--- src/sv/hpcc_ram.sv ---
// ---------------------------------------------------------------------------
// hpcc_ram: generic simple dual-port RAM
// One write port and one read port, read data registered.
// ---------------------------------------------------------------------------
`default_nettype none

module hpcc_ram #(
    parameter int WIDTH = 8,
    parameter int DEPTH = 16
) (
    input  wire logic                     aclk,
    input  wire logic                     we,
    input  wire logic [$clog2(DEPTH)-1:0] waddr,
    input  wire logic [WIDTH-1:0]         wdata,
    input  wire logic [$clog2(DEPTH)-1:0] raddr,
    output logic      [WIDTH-1:0]         rdata
);

    logic [WIDTH-1:0] mem [DEPTH];

    always_ff @(posedge aclk) begin
        if (we) begin
            mem[waddr] <= wdata;
        end
        rdata <= mem[raddr];
    end

endmodule

`default_nettype wire

--- config.mk ---
export PLATFORM = sky130hd
export DESIGN_NAME = hpcc_ram
export DESIGN_NICKNAME = d
export VERILOG_FILES = /design/src/sv/hpcc_ram.sv
export SDC_FILE = /design/constraint.sdc
export NUM_CORES = 1
export LEC_CHECK = 0
export BUFFER_PORTS_ARGS = -buffer_cell sky130_fd_sc_hd__buf_2
export CORE_UTILIZATION = 54
export DETAILED_ROUTE_END_ITERATION = 7
export PLACE_DENSITY = 0.74
export SETUP_SLACK_MARGIN = 0.02
export SYNTH_ARGS = -nofsm -noshare
export SYNTH_HDL_FRONTEND = slang
export SYNTH_SLANG_ARGS = --single-unit
--- constraint.sdc ---
create_clock -name aclk -period 1.65 [get_ports aclk]
set_input_delay 0.165 -clock aclk [delete_from_list [all_inputs] [get_ports aclk]]
set_output_delay 0.165 -clock aclk [all_outputs]
set_load 0.01 [all_outputs]
==> summary.md, run 1 <==
| Metric | Value |
|---|---|
| Status | finished, final reports clean |
| Dominant cells by area after synthesis | edfxtp_1 (75%), mux4_2 (7.9%), mux4_1 (7.1%), dfxtp_1 (3.1%), a22oi_1 (2.3%) |
| Ys async rst share | 0% |
| CP max-delay cell | mux4_1 |
| Largest net degree at the start of global routing | 20 |
| Port Buf Inserts | 25 |
| First-pass GRT wire length | 14.8 mm |
| Critical Path Source Type | register |
| Area Growth Syn to Fin | 19.5% |
| Cell Pwr Density | 1310 nW/um^2 |
| Area leader, netlist | edfxtp_1 |
| Core Region | 9240 um^2 |
| Syn avg cell area | 22.5 um^2 |
| FF+latch count, synth | 136 |
| Clk buf depth | 2 |
| Synth Instances | 229 |
| Comb pwr share | 4.5% |
| Final count of negative-setup-slack endpoints | 0 |
| Die Y | 99.6 um |
| Critical-path cell list | mux4_1 -> a22oi_1 -> nand2_1 |
| Clock power frac | 47.1% |
| Total Nets Final | 304 |
| IO Pins | 26 |
| Gr usage total | 21.9% |
| Total CTS buffers | 17 |
| Flop-to-flop setup slack | 0.18 ns |
| Cts repair resizes | 0 |
| Yosys Warn Count | 0 |
| Setup TNS | 0 ns |
| Sequential area share after synthesis | 77.8% |
| Worst VDD drop | 0.000718 V |
| Max-slew headroom | 73.8% |
| Clock Sinks | 136 |
| Filler cells | 587 |
| Worst-path fanout max | 1 |
| Synthesized net count | 247 |
| Worst-margin pin slew | 0.392 ns |
| Root Driver | clkbuf_8 |
| RD Place Congestion | 0.708 |
| Hold Violations, Final | 0 |
| Switch Pwr | 1600 uW |
| WP buf/inv | 0 |
| Static Leak | 0.00211 uW |
| CTS tree | built |
| Max Clock Skew | 0.00737 ns |
| Sequential Power Share | 48.4% |
| Initial drt markers | 195 |
| Most used DFF post-synth | edfxtp_1 |
| RSZ-0062 raised after global routing | false |
| Vias per inst | 5.67 |
| Final WL | 9.52 mm |
| Share of cells above drive strength 1 | 32.9% |
| Drt pass-1 iters | 4 |
| Post-synthesis cell type count | 19 |
| Post-CTS Setup Bufs | 0 |
| Hold buffers post-CTS | 0 |
| # DRC | 0 |
| Synth top area share | 74.7% |
| Final Non-Filler Cells | 427 |
| Avg WL per Cell | 22.3 um |
| Pins Over Slew Limit | 0 |
| Final Cycle Share | 89.2% |
| H-tree levels | 4 |
| HP Class | in -> reg |
| Post-Syn Area | 5150 um^2 |
| Maximum clock frequency | 0.679 GHz |
| Vias in the first global route | 2586 |
| CP Data Required Time | 2.04 ns |
| Vias | 2423 |
| CTS clk-pin slew, worst paths | 0.06 ns |
| Final ANT Viol Nets | 0 |
| Die area | 9930 um^2 |
| Latest clock arrival within the worst-skew pair | 0.51 ns |
| Crit path largest cell delay | 0.54 ns |
| Kind of critical path | reg -> reg |
| Worst endpoint data arrival time | 1.86 ns |
| Dpl hpwl | 5.99 mm |
| Initial antenna violation count | 0 |
| MaxCap Viol Count | 0 |
| Int Pwr | 6440 uW |
| Inst Count DP | 396 |
| CP top delay family | multiplexers |
| DIE WIDTH | 99.6 um |
| # diodes | 0 |
| Sw frac | 19.9% |
| EDFF count, synth | 128 |
| Starting Density | 55.7% |
| GRT overflow | 0 |
| CP Capture Type | register |
| Tmin final | 1.47 ns |
| Cell Rows | 35 |
==> power by group through the flow <==
stage / Sequential, uW / Clock (uW) / Combinational (uW)
3_5_place_dp: 3960 / 0 / 365
5_1_grt: 3900 / 3960 / 394
3_3_place_gp: 3960 / 0 / 357
2_1_floorplan: 3960 / 0 / 196
4_1_cts: 3890 / 3820 / 370
6_report: 3890 / 3790 / 363
==> worst paths after layout <==
kind / end / from / cells after the start
worst min register to register: rdata[0] / mem[4][0] / 3
worst max-delay path: rdata[4] / mem[10][4] / 3
worst min-delay path: mem[14][2] / wdata[2] / 1
worst max register to register: rdata[4] / mem[10][4] / 3
==> registers in the layout, summed over array words and instances, names as in the netlist <==
register	count
mem	128
rdata	8
==> cell families after synthesis <==
logic type | after synthesis | synth area share, %
DFF | 136 | 77.8
and+or+nand+nor | 35 | 3.18
muxes | 32 | 15.0
AOI/OAI and AO/OA | 16 | 2.33
buffers and inverters | 10 | 1.68
==> layout make-up <==
class / instances / area (um^2) / share of cell area, %
flip-flops and latches: 136 / 4000 / 65.1
multi-input cells: 83 / 1060 / 17.3
clock buffers: 20 / 455 / 7.40
repair buffers: 48 / 323 / 5.25
well taps: 129 / 161 / 2.62
clock inverters: 11 / 146 / 2.38
==> placed cells by master, fill, tap and decap left out, types with 4 or more instances in the layout <==
| master | count |
|---|---|
| edfxtp_1 | 128 |
| buf_2 | 25 |
| buf_4 | 21 |
| mux4_2 | 18 |
| a22oi_1 | 16 |
| clkbuf_16 | 16 |
| mux4_1 | 14 |
| nor2_1 | 13 |
| nand2_1 | 9 |
| dfxtp_1 | 8 |
| clkbuf_8 | 4 |
| clkinvlp_4 | 4 |
==> synth_stat cells (2+ instances only) <==
cell	instances
mux4_2	18
nand2b_1	2
a22oi_1	16
buf_2	3
buf_6	3
mux4_1	14
nor3_1	4
edfxtp_1	128
dfxtp_1	8
nand2_1	9
nor2_1	13
nand3b_1	2
clkdlybuf4s25_2	3
==> through the flow <==
| step | instance area [um^2] | hold slack [ns] | util [%] | total power, uW | setup slack (ns) |
|---|---|---|---|---|---|
| after floorplan | 5150 | 0.264 | - | 4160 | 0.219 |
| after global placement | 5550 | 0.547 | 60.1 | 4320 | 0.0927 |
| after detailed placement | 5550 | 0.550 | 60.1 | 4330 | 0.0632 |
| after CTS | 6150 | 0.00594 | 66.6 | 8080 | 0.185 |
| after global routing | 6150 | 0.00802 | 66.6 | 8250 | 0.119 |
| final | 6150 | 0.0211 | 66.6 | 8040 | 0.178 |
==> layer usage <==
layer	global-route usage, %	wire, um
met1	28.3	3990
met2	35.3	4860
met3	6.18	495
met4	9.39	177
met5	0	0
(Power assumes the default switching activity.)
==> run 2, diff against run 1 <==
==> constraint.sdc (replaced) <==
create_clock -name aclk -period 1.65 [get_ports aclk]
set_input_delay 0.0825 -clock aclk [delete_from_list [all_inputs] [get_ports aclk]]
set_output_delay 0.0825 -clock aclk [all_outputs]
set_load 0.01 [all_outputs]
==> run 2 against run 1 <==
  * Critical path depth unchanged
  * Hold slack better by 0.11 ns
  * Count of clock-buffer cells in the layout down 1
  * Clock skew down 0.0012 ns
  * Cell count up 1.6%
  * Sequential power about the same
  * Flip-flop and latch count unchanged
==> summary.md, run 2 (synthesis gave the netlist of run 1 again) <==
| Metric | Value |
|---|---|
| Final Cycle Share | 82.3% |
| Vias | 2507 |
| Vias per inst | 5.78 |
| Final Non-Filler Cells | 434 |
| Total Nets Final | 310 |
| Fin Hold WS | 0.129 ns |
| First-pass GRT wire length | 14.8 mm |
| Tmin final | 1.36 ns |
| IO Pins | 26 |
| # diodes | 0 |
| CP Data Required Time | 2.04 ns |
| HP Class | in -> reg |
| CP Capture Type | register |
| Gr usage total | 21.9% |
| MaxCap Viol Count | 0 |
| Cell Rows | 35 |
| Clock Sinks | 136 |
| Final ANT Viol Nets | 0 |
| Critical-path cell list | mux4_2 -> a22oi_1 -> nand2_1 |
| CP max-delay cell | mux4_2 |
| DIE WIDTH | 99.6 um |
| Core Region | 9240 um^2 |
| Share of cells above drive strength 1 | 30.8% |
| RSZ-0062 raised after global routing | false |
| Crit path largest cell delay | 0.51 ns |
| Most frequent cells in the layout | edfxtp_1 (128), buf_2 (25), mux4_2 (18), buf_4 (18) |
| GRT overflow | 0 |
| Post-CTS Setup Bufs | 0 |
| Root Driver | clkbuf_8 |
| Clk buf depth | 2 |
| Hold buffers post-CTS | 8 |
| Worst-margin pin slew | 0.383 ns |
| Static Leak | 0.00214 uW |
| Die Y | 99.6 um |
| Kind of critical path | reg -> reg |
| Drt pass-1 iters | 5 |
| CTS clk-pin slew, worst paths | 0.06 ns |
| Initial drt markers | 219 |
| Critical Path Source Type | register |
| Vias in the first global route | 2536 |
| Initial antenna violation count | 0 |
| Filler cells | 565 |
| Max Clock Skew | 0.00616 ns |
| Pins Over Slew Limit | 0 |
| Cell Pwr Density | 1300 nW/um^2 |
| Most flops, register | mem |
| Hold Violations, Final | 0 |
| Commonest non-fill, non-tap cell in the layout | edfxtp_1 |
| Starting Density | 55.7% |
| RD Place Congestion | 0.712 |
| Max reg flops | 128 |
| Top Registers | mem x128, rdata x8 |
| Final count of negative-setup-slack endpoints | 0 |
| Worst endpoint data arrival time | 1.75 ns |
| Max-slew headroom | 74.5% |
| Worst VDD drop | 0.000805 V |
| Status | finished, final reports clean |
| Die area | 9930 um^2 |
| Maximum clock frequency | 0.737 GHz |
| Latest clock arrival within the worst-skew pair | 0.51 ns |
| Dpl hpwl | 5.98 mm |
| Avg WL per Cell | 22.5 um |
| H-tree levels | 4 |
| Setup TNS | 0 ns |
| Cts repair resizes | 0 |
| Inst Count DP | 394 |
| Largest net degree at the start of global routing | 33 |
| Area Growth Syn to Fin | 20.9% |
| Finished Core Util | 67.4% |
| Final WL | 9.78 mm |
| Worst-path fanout max | 1 |
| # DRC | 0 |
| Port Buf Inserts | 25 |
| Total CTS buffers | 17 |
| CTS tree | built |
[run 2: power by group]
part	switching (uW)	leakage (uW)	internal (uW)
Combinational	207	0.000629	174
Sequential	26.7	0.00122	3860
Clock	1350	0.000285	2440
Total	1580	0.00214	6480
[run 2: layout make-up]
type | count | area [um^2] | area share [%]
timing repair buffer | 54 | 400 | 6.43
sequential | 136 | 4000 | 64.3
tap | 129 | 161 | 2.59
clock buffer | 19 | 422 | 6.78
multi-input combinational | 83 | 1060 | 17.0
clock inverter | 13 | 179 | 2.87
[run 2: worst paths after layout]
path / from / cells past startpoint / slack [ns] / to
setup / recovery: mem[3][4] / 3 / 0.29 / rdata[4]
hold / removal: waddr[0] / 3 / 0.13 / mem[12][6]
setup reg to reg: mem[3][4] / 3 / 0.29 / rdata[4]
hold reg to reg: mem[7][2] / 3 / 0.68 / rdata[2]
[run 2: metrics by stage]
step	area, um^2	worst slack (ns)	power (uW)
2_1_floorplan	5150	0.0746	4160
3_3_place_gp	5540	0.179	4320
3_5_place_dp	5540	0.148	4330
4_1_cts	6220	0.276	8110
5_1_grt	6220	0.251	8280
6_report	6220	0.293	8060
[run 2: worst max-delay path: cells and delay by family (launching register included)]
kind / cells / cell delay, ns
AO/OA/AOI/OAI: 1 / 0.25
flip-flops: 1 / 0.38
multiplexers: 1 / 0.51
AND/OR/NAND/NOR: 1 / 0.10
[run 2: routing by layer]
layer	global-route usage, %	part of all wire (%)	up-vias
met1	29.1	40	1277
li1	-	-	1094
met3	5.20	7.2	18
met4	9.16	1.9	0
met2	35.5	51	118
met5	0	0	-
